## config.mk

```make
export PLATFORM = sky130hd
export DESIGN_NAME = breakpoint_linear_interpolator
export DESIGN_NICKNAME = d
export VERILOG_FILES = /design/src/rtl/bli_pkg.sv /design/src/rtl/bli_table.sv /design/src/rtl/bli_div.sv /design/src/rtl/breakpoint_linear_interpolator.sv
export SDC_FILE = /design/constraint.sdc
export NUM_CORES = 2
export LEC_CHECK = 0
export ABC_AREA = 1
export BUFFER_PORTS_ARGS = -buffer_cell sky130_fd_sc_hd__buf_2
export CORE_ASPECT_RATIO = 1.4
export CORE_MARGIN = 1
export CORE_UTILIZATION = 43
export CTS_CLUSTER_SIZE = 16
export DETAILED_ROUTE_END_ITERATION = 8
export PLACE_DENSITY = 0.68
export SLEW_MARGIN = 20
export SYNTH_ARGS = -nofsm -noshare
export SYNTH_HDL_FRONTEND = slang
export SYNTH_HIERARCHICAL = 1
export SYNTH_SLANG_ARGS = --single-unit
```

## constraint.sdc

```tcl
create_clock -name clk -period 18.35 [get_ports clk]
set_input_delay 0.9175 -clock clk [delete_from_list [all_inputs] [get_ports clk]]
set_output_delay 0.9175 -clock clk [all_outputs]
set_load 0.02 [all_outputs]
```

## src/rtl/bli_pkg.sv

```systemverilog
// ----------------------------------------------------------------------------
// bli_pkg
// Shared types and constants for the breakpoint linear interpolator.
// ----------------------------------------------------------------------------
package bli_pkg;

    localparam int FIELD_W   = 24;
    localparam int COUNT_W   = 5;
    localparam int INDEX_W   = 4;
    localparam int DIFF_W    = FIELD_W + 1;
    localparam int PROD_W    = 2 * DIFF_W;
    // |product| < 2^48 and quotient < 2^24 once the bracketing pair is found
    localparam int DIVIDEND_W = 2 * FIELD_W;
    localparam int DIV_STEPS  = FIELD_W;
    localparam int STEP_W     = $clog2(DIV_STEPS);
    localparam int SUM_W      = FIELD_W + 2;

    localparam logic signed [SUM_W-1:0] VALUE_MAX = SUM_W'(8388607);
    localparam logic signed [SUM_W-1:0] VALUE_MIN = -SUM_W'(8388608);

    localparam logic OP_WRITE = 1'b0;
    localparam logic OP_QUERY = 1'b1;

    typedef struct packed {
        logic signed [FIELD_W-1:0] bp_time;
        logic signed [FIELD_W-1:0] bp_value;
    } bli_entry_t;

    typedef enum logic [2:0] {
        ST_IDLE,
        ST_HI,
        ST_LO,
        ST_MID,
        ST_DIFF,
        ST_MUL,
        ST_DSTART,
        ST_DIV
    } bli_state_t;

endpackage

```

## src/rtl/bli_table.sv

```systemverilog
// ----------------------------------------------------------------------------
// bli_table
// Breakpoint memory: one write port, one read port with registered data.
// ----------------------------------------------------------------------------
module bli_table
    import bli_pkg::*;
#(
    parameter int DEPTH = 16,
    parameter int AW    = 4
)
(
    input  logic          clk,
    input  logic          wr_en,
    input  logic [AW-1:0] wr_addr,
    input  bli_entry_t    wr_data,
    input  logic [AW-1:0] rd_addr,
    output bli_entry_t    rd_data
);

    bli_entry_t mem [DEPTH];
    bli_entry_t rd_data_reg;

    always_ff @(posedge clk)
    begin
        if (wr_en)
        begin
            mem[wr_addr] <= wr_data;
        end
        rd_data_reg <= mem[rd_addr];
    end

    assign rd_data = rd_data_reg;

endmodule

```

## src/rtl/bli_div.sv

```systemverilog
// ----------------------------------------------------------------------------
// bli_div
// Restoring divider, one quotient bit per cycle, unsigned operands.
// ----------------------------------------------------------------------------
module bli_div
    import bli_pkg::*;
(
    input  logic                  clk,
    input  logic                  rst_n,
    input  logic                  start,
    input  logic [DIVIDEND_W-1:0] dividend,
    input  logic [FIELD_W-1:0]    divisor,
    output logic                  busy,
    output logic                  done,
    output logic [FIELD_W-1:0]    quotient
);

    logic [FIELD_W-1:0] rem_reg,  rem_next;
    logic [FIELD_W-1:0] acc_reg,  acc_next;
    logic [FIELD_W-1:0] dvs_reg,  dvs_next;
    logic [STEP_W-1:0]  step_reg, step_next;
    logic               run_reg,  run_next;
    logic               done_reg, done_next;
    logic [FIELD_W:0]   partial;
    logic [FIELD_W+1:0] trial;

    always_comb
    begin
        rem_next  = rem_reg;
        acc_next  = acc_reg;
        dvs_next  = dvs_reg;
        step_next = step_reg;
        run_next  = run_reg;
        done_next = 1'b0;
        partial   = {rem_reg, acc_reg[FIELD_W-1]};
        trial     = {1'b0, partial} - {2'b00, dvs_reg};
        if (start)
        begin
            // upper half is already below the divisor
            rem_next  = dividend[DIVIDEND_W-1:FIELD_W];
            acc_next  = dividend[FIELD_W-1:0];
            dvs_next  = divisor;
            step_next = '0;
            run_next  = 1'b1;
        end
        else if (run_reg)
        begin
            if (!trial[FIELD_W+1])
            begin
                rem_next = trial[FIELD_W-1:0];
                acc_next = {acc_reg[FIELD_W-2:0], 1'b1};
            end
            else
            begin
                rem_next = partial[FIELD_W-1:0];
                acc_next = {acc_reg[FIELD_W-2:0], 1'b0};
            end
            step_next = step_reg + STEP_W'(1);
            if (step_reg == STEP_W'(DIV_STEPS - 1))
            begin
                run_next  = 1'b0;
                done_next = 1'b1;
            end
        end
    end

    always_ff @(posedge clk or negedge rst_n)
    begin
        if (!rst_n)
        begin
            run_reg  <= 1'b0;
            done_reg <= 1'b0;
            step_reg <= '0;
        end
        else
        begin
            run_reg  <= run_next;
            done_reg <= done_next;
            step_reg <= step_next;
        end
    end

    always_ff @(posedge clk)
    begin
        rem_reg <= rem_next;
        acc_reg <= acc_next;
        dvs_reg <= dvs_next;
    end

    assign busy     = run_reg;
    assign done     = done_reg;
    assign quotient = acc_reg;

endmodule

```

## src/rtl/breakpoint_linear_interpolator.sv

```systemverilog
// ----------------------------------------------------------------------------
// breakpoint_linear_interpolator
// Piecewise linear curve lookup over a table of time/value breakpoints.
// ----------------------------------------------------------------------------
//  channel   handshake            payload
//  input     start & !busy        op, entry_index, entry_time, entry_value,
//                                 query_time
//  result    done (one cycle)     curve_value
//  config    cfg_valid&cfg_ready  cfg_data (entry_count)
//
// a write item completes in the cycle it is accepted; busy stays low
// a query steps through ST_HI, ST_LO, the ST_MID search, ST_DIFF, ST_MUL,
// ST_DSTART and the bit-serial divide in ST_DIV; clamped answers end early
// done pulses in the first cycle with busy low; the receiver cannot stall
// reset sets entry_count to 1; table contents are undefined until written
// ----------------------------------------------------------------------------
module breakpoint_linear_interpolator
    import bli_pkg::*;
#(
    parameter int MAX_ENTRIES = 16
)
(
    input  logic                      clk,
    input  logic                      rst_n,
    input  logic                      start,
    output logic                      busy,
    input  logic                      op,
    input  logic [INDEX_W-1:0]        entry_index,
    input  logic signed [FIELD_W-1:0] entry_time,
    input  logic signed [FIELD_W-1:0] entry_value,
    input  logic signed [FIELD_W-1:0] query_time,
    output logic                      done,
    output logic signed [FIELD_W-1:0] curve_value,
    input  logic                      cfg_valid,
    output logic                      cfg_ready,
    input  logic [COUNT_W-1:0]        cfg_data
);

    localparam int AW = $clog2(MAX_ENTRIES);

    bli_state_t state_reg, state_next;

    logic [COUNT_W-1:0]        entry_count_reg;
    logic [AW-1:0]             last_idx;
    logic [AW-1:0]             lo_reg, lo_next, hi_reg, hi_next, mid_reg, mid_next;
    logic [AW-1:0]             lo_cur, hi_cur, mid_calc;
    logic [AW:0]               idx_sum;
    logic                      more;
    logic signed [FIELD_W-1:0] t_reg, t_next;
    logic signed [FIELD_W-1:0] t_lo_reg, t_lo_next, v_lo_reg, v_lo_next;
    logic signed [FIELD_W-1:0] t_hi_reg, t_hi_next, v_hi_reg, v_hi_next;
    logic signed [DIFF_W-1:0]  dv_reg, dv_next, dt_reg, dt_next, dur_reg, dur_next;
    logic signed [PROD_W-1:0]  prod_reg, prod_next;
    logic [PROD_W-1:0]         prod_mag;
    logic                      neg_reg, neg_next;
    logic signed [FIELD_W-1:0] result_reg, result_next;
    logic                      done_reg, done_next;
    logic signed [SUM_W-1:0]   quot_signed, sum;

    logic                      wr_en;
    logic [AW-1:0]             rd_addr;
    bli_entry_t                wr_data, rd_entry;

    logic                      div_start, div_busy, div_done;
    logic [FIELD_W-1:0]        quotient;

    bli_table #(
        .DEPTH (MAX_ENTRIES),
        .AW    (AW)
    ) u_table (
        .clk     (clk),
        .wr_en   (wr_en),
        .wr_addr (AW'(entry_index)),
        .wr_data (wr_data),
        .rd_addr (rd_addr),
        .rd_data (rd_entry)
    );

    bli_div u_div (
        .clk      (clk),
        .rst_n    (rst_n),
        .start    (div_start),
        .dividend (prod_mag[DIVIDEND_W-1:0]),
        .divisor  (dur_reg[FIELD_W-1:0]),
        .busy     (div_busy),
        .done     (div_done),
        .quotient (quotient)
    );

    assign busy      = (state_reg != ST_IDLE);
    assign cfg_ready = !busy;
    assign done      = done_reg;
    assign curve_value = result_reg;

    assign wr_en   = start && !busy && (op == OP_WRITE)
                     && (32'(entry_index) < MAX_ENTRIES);
    assign wr_data = '{bp_time: entry_time, bp_value: entry_value};

    // zero count behaves as one entry, large counts saturate
    always_comb
    begin
        if (entry_count_reg == '0)
            last_idx = '0;
        else if (32'(entry_count_reg) > MAX_ENTRIES)
            last_idx = AW'(MAX_ENTRIES - 1);
        else
            last_idx = AW'(32'(entry_count_reg) - 32'd1);
    end

    // search window after this cycle's compare
    always_comb
    begin
        lo_cur = lo_reg;
        hi_cur = hi_reg;
        if (state_reg == ST_MID)
        begin
            if (t_reg >= rd_entry.bp_time)
                lo_cur = mid_reg;
            else
                hi_cur = mid_reg;
        end
        idx_sum  = {1'b0, lo_cur} + {1'b0, hi_cur};
        mid_calc = idx_sum[AW:1];
        more     = (({1'b0, lo_cur} + (AW+1)'(1)) < {1'b0, hi_cur});
    end

    assign prod_mag    = prod_reg[PROD_W-1] ? (~prod_reg + PROD_W'(1)) : prod_reg;
    assign quot_signed = neg_reg ? -{2'b00, quotient} : {2'b00, quotient};
    assign sum         = {{2{v_lo_reg[FIELD_W-1]}}, v_lo_reg} + quot_signed;

    always_comb
    begin
        state_next  = state_reg;
        lo_next     = lo_reg;
        hi_next     = hi_reg;
        mid_next    = mid_reg;
        t_next      = t_reg;
        t_lo_next   = t_lo_reg;
        v_lo_next   = v_lo_reg;
        t_hi_next   = t_hi_reg;
        v_hi_next   = v_hi_reg;
        dv_next     = dv_reg;
        dt_next     = dt_reg;
        dur_next    = dur_reg;
        prod_next   = prod_reg;
        neg_next    = neg_reg;
        result_next = result_reg;
        done_next   = 1'b0;
        rd_addr     = last_idx;
        div_start   = 1'b0;
        unique case (state_reg)
            ST_IDLE:
            begin
                if (start && (op == OP_QUERY))
                begin
                    t_next     = query_time;
                    lo_next    = '0;
                    hi_next    = last_idx;
                    state_next = ST_HI;
                end
            end
            ST_HI:
            begin
                if (t_reg >= rd_entry.bp_time)
                begin
                    result_next = rd_entry.bp_value;
                    done_next   = 1'b1;
                    state_next  = ST_IDLE;
                end
                else
                begin
                    t_hi_next  = rd_entry.bp_time;
                    v_hi_next  = rd_entry.bp_value;
                    rd_addr    = '0;
                    state_next = ST_LO;
                end
            end
            ST_LO:
            begin
                if (t_reg <= rd_entry.bp_time)
                begin
                    result_next = rd_entry.bp_value;
                    done_next   = 1'b1;
                    state_next  = ST_IDLE;
                end
                else
                begin
                    t_lo_next = rd_entry.bp_time;
                    v_lo_next = rd_entry.bp_value;
                    rd_addr   = mid_calc;
                    mid_next  = mid_calc;
                    state_next = more ? ST_MID : ST_DIFF;
                end
            end
            ST_MID:
            begin
                if (t_reg >= rd_entry.bp_time)
                begin
                    t_lo_next = rd_entry.bp_time;
                    v_lo_next = rd_entry.bp_value;
                end
                else
                begin
                    t_hi_next = rd_entry.bp_time;
                    v_hi_next = rd_entry.bp_value;
                end
                lo_next    = lo_cur;
                hi_next    = hi_cur;
                rd_addr    = mid_calc;
                mid_next   = mid_calc;
                state_next = more ? ST_MID : ST_DIFF;
            end
            ST_DIFF:
            begin
                dv_next    = DIFF_W'(v_hi_reg) - DIFF_W'(v_lo_reg);
                dt_next    = DIFF_W'(t_reg) - DIFF_W'(t_lo_reg);
                dur_next   = DIFF_W'(t_hi_reg) - DIFF_W'(t_lo_reg);
                state_next = ST_MUL;
            end
            ST_MUL:
            begin
                if (dur_reg <= 0)
                begin
                    // unsorted pair
                    result_next = v_lo_reg;
                    done_next   = 1'b1;
                    state_next  = ST_IDLE;
                end
                else
                begin
                    prod_next  = dv_reg * dt_reg;
                    state_next = ST_DSTART;
                end
            end
            ST_DSTART:
            begin
                neg_next   = prod_reg[PROD_W-1];
                div_start  = 1'b1;
                state_next = ST_DIV;
            end
            ST_DIV:
            begin
                if (div_done)
                begin
                    if (sum > VALUE_MAX)
                        result_next = FIELD_W'(VALUE_MAX);
                    else if (sum < VALUE_MIN)
                        result_next = FIELD_W'(VALUE_MIN);
                    else
                        result_next = sum[FIELD_W-1:0];
                    done_next  = 1'b1;
                    state_next = ST_IDLE;
                end
            end
            default:
            begin
                state_next = ST_IDLE;
            end
        endcase
    end

    always_ff @(posedge clk or negedge rst_n)
    begin
        if (!rst_n)
        begin
            state_reg       <= ST_IDLE;
            done_reg        <= 1'b0;
            entry_count_reg <= COUNT_W'(1);
        end
        else
        begin
            state_reg <= state_next;
            done_reg  <= done_next;
            if (cfg_valid && cfg_ready)
            begin
                entry_count_reg <= cfg_data;
            end
        end
    end

    always_ff @(posedge clk)
    begin
        lo_reg     <= lo_next;
        hi_reg     <= hi_next;
        mid_reg    <= mid_next;
        t_reg      <= t_next;
        t_lo_reg   <= t_lo_next;
        v_lo_reg   <= v_lo_next;
        t_hi_reg   <= t_hi_next;
        v_hi_reg   <= v_hi_next;
        dv_reg     <= dv_next;
        dt_reg     <= dt_next;
        dur_reg    <= dur_next;
        prod_reg   <= prod_next;
        neg_reg    <= neg_next;
        result_reg <= result_next;
    end

    a_done_idle: assert property (@(posedge clk) disable iff (!rst_n)
        done |-> !busy)
        else $error("result strobe while a query is still running");

    a_query_busy: assert property (@(posedge clk) disable iff (!rst_n)
        (start && !busy && (op == OP_QUERY)) |=> busy)
        else $error("query transfer did not start the sequencer");

    a_div_owner: assert property (@(posedge clk) disable iff (!rst_n)
        div_busy |-> (state_reg == ST_DIV))
        else $error("divider running outside the divide step");

    a_mid_window: assert property (@(posedge clk) disable iff (!rst_n)
        (state_reg == ST_MID) |-> ((lo_reg < mid_reg) && (mid_reg < hi_reg)))
        else $error("search midpoint outside its window");

endmodule
```

==> results.cfg <==
[outcome]
status = finished, final reports clean

[clocking]
clock_latency_ps = 760
cts_tree = built
cts_setup_buffers = 0
htreeDepth = 3
clk_pin_slew_ps = 70
cts_resized = 0
clockRootBuffer = clkbuf_16
clockBufferDepth = 3
postCtsHoldBufs = 0
cts.sinks = 1185
cts_buffers = 112

[die]
die_w_um = 366.9
die_area_um2 = 188100
initial_core_util_pct = 43.25
coreArea_um2 = 185300
row_count = 187
ios = 113
die_height_um = 512.8

[setup_path]
crit_chain = nand2_1 -> inv_1 -> fa_1 -> fa_1 -> inv_1 -> fa_1 -> inv_1 -> fa_1 -> fa_1 -> fa_1 -> fa_1 -> ha_1 -> nand2_1 -> nor2_1 -> inv_1 -> nor4_1 -> nand4_1 -> nand3_1 -> xor2_1
path_max_fanout = 25
cp.required_ps = 18810
path_class = reg2reg
crit_top_cell = fa_1
crit_path_start_kind = flip-flop
crit_path_end_kind = flip-flop
cp.arrival_ps = 8230
slowest_delay_ps = 950
worst_path_max_delay_cell = edfxtp_1

[grt]
grt_max_degree = 219
antenna_found_initial = 21
grt_use_total_pct = 23.21
grt_overflow = 0
grt_pass1_vias = 59190
grt_first_pass_wirelength_mm = 335.7

[route]
viasPerCell = 5.152
dr_total_vias = 57210
route.detailed.drc = 0
ant_nets = 0
drt-total-wl_mm = 218.0
wl_per_cell_um = 19.63
drtIter0Drc = 4402
first_pass_iters = 7

[timing]
drv_slew = 0
tightestPinTransition_ps = 1190
rsz0062_at_grt = false
setup_viol = 0
max_freq_mhz = 128.9
hold_violations = 0
fin_tns_setup_ps = 0
period_needed_ps = 7761
clock_skew_ps = 60.84
slew_headroom_pct = 20.67
period_share_pct = 42.29

[placed_design]
gp_congestion = 0.9763
portBuffers = 112
place_hpwl_mm = 153.1

[layout]
largest_reg_flops = 768
final_nets = 9590
post-route-util_pct = 46.92
drive_gt1_share_pct = 5.530
syn_to_final_growth_pct = 8.490

[synthesis]
synth_ff_type = edfxtp_1
synth_top_area_cell = edfxtp_1
syn-cell-area_um2 = 80150
synth.net_count = 9620
seq_area_frac_synth_pct = 43.70
synth_most_common_cell = nand2_1
synth.avg_cell_area_um2 = 9.349
yosysTopAreaCellShare_pct = 42.00
synth_area_leaders = edfxtp_1 (42%), fa_1 (17%), nand2_1 (11%)
ys_async_sr_fraction_pct = 1.350
synth_warnings = 6
ys_types = 64
synth_commonest_cells = nand2_1 (2,310), inv_1 (1,959), edfxtp_1 (1,121), nand3_1 (697), fa_1 (664)
netlist_instances = 8573
ys_ff_latch = 1185
synth_edf_count = 1121

[hold_path]
min_path_type = in2async

[run]
drv_cap = 0
-- per-stage QoR --
stage	area [um2]	worst slack, ps	hold slack [ps]	cells
floorplan	80150	11540	424.4	8573
global placement	82920	10710	436.2	10890
detailed placement	82920	10600	435.0	10890
CTS	86940	10540	48.17	11100
global route	86940	10170	104.0	11100
finish	86950	10590	81.06	11100
-- area by class of cell --
type / instances / area, um2
multi-input cells: 5080 / 36180
diodes: 4 / 10.01
flip-flops and latches: 1185 / 35020
clock inverters: 59 / 863.3
clock buffers: 155 / 3157
inverters: 1968 / 7410
well taps: 2457 / 3074
repair buffers: 196 / 1229
fillers: 17130 / 98360
-- worst max-delay path, delay by kind of cell (launching register included) --
family	cells	cell delay [ps]
buf+inv	4	910
simple gates	6	1360
flops	1	950
xor+xnor	1	80
fa+ha+maj	8	4190
-- routing by layer --
layer | part of all wire, % | routed length (um) | vias up | GRT usage [%]
met5 | 0.078 | 170 | - | 0
met4 | 5.2 | 11380 | 26 | 11.74
met3 | 6.2 | 13580 | 625 | 3.176
met2 | 52 | 113400 | 2039 | 42.30
met1 | 36 | 79380 | 28080 | 26.37
li1 | - | - | 26450 | -
-- worst paths after layout --
kind | start | to | slack, ps | depth (start not counted)
min in group clk | query_time[19] | t_reg[19] | 380 | 1
min | rst_n | entry_count_reg[1] | 80 | 1
max in group asynchronous | rst_n | entry_count_reg[0] | 17960 | 1
max | dt_reg[2] | prod_reg[43] | 10590 | 19
max reg2reg | dt_reg[2] | prod_reg[43] | 10590 | 19
min reg2reg | dur_reg[23] | u_div/dvs_reg[23] | 450 | 0
-- placed cells by master, fill, tap and decap left out, types with 7 or more instances in the layout --
| master | count |
|---|---|
| o21a_1 | 7 |
| or2_2 | 9 |
| nor2_4 | 24 |
| dfxtp_1 | 48 |
| a31oi_1 | 29 |
| edfxtp_1 | 1121 |
| inv_1 | 1956 |
| nor4_1 | 26 |
| ha_1 | 297 |
| nand3_1 | 697 |
| bufinv_16 | 17 |
| xor2_1 | 135 |
| fa_1 | 664 |
| clkbuf_1 | 26 |
| clkinv_1 | 12 |
| a21oi_1 | 229 |
| o21ai_0 | 116 |
| o211ai_2 | 10 |
| dfrtp_1 | 15 |
| o211ai_1 | 10 |
| clkinv_2 | 12 |
| o21bai_1 | 13 |
| a21o_1 | 15 |
| buf_2 | 112 |
| nand2_1 | 2308 |
| o21ai_1 | 16 |
| buf_4 | 81 |
| clkinvlp_4 | 11 |
| nor2_1 | 201 |
| o221ai_1 | 7 |
| nand4_1 | 28 |
| clkbuf_8 | 15 |
| nand3b_1 | 35 |
| xnor2_1 | 88 |
| nor3_1 | 41 |
| nand2_2 | 13 |
| clkbuf_16 | 114 |
-- kinds of logic (layout without fill, tap and decap cells) --
| family | Yosys count | after routing | share of synthesized area (%) |
|---|---|---|---|
| XOR/XNOR | 223 | 223 | 2.437 |
| AND/OR/NAND/NOR | 3416 | 3416 | 17.81 |
| flip-flops | 1185 | 1185 | 43.70 |
| buffers and inverters | 2308 | 2378 | 11.41 |
| AO/OA/AOI/OAI | 480 | 480 | 3.421 |
| adder cells (fa/ha/maj) | 961 | 961 | 21.22 |
| other | 0 | 4 | 0 |
Power is left out: the tool's default activity adds up to more than one toggle a clock period on the data nets, which glitch-free logic cannot reach.
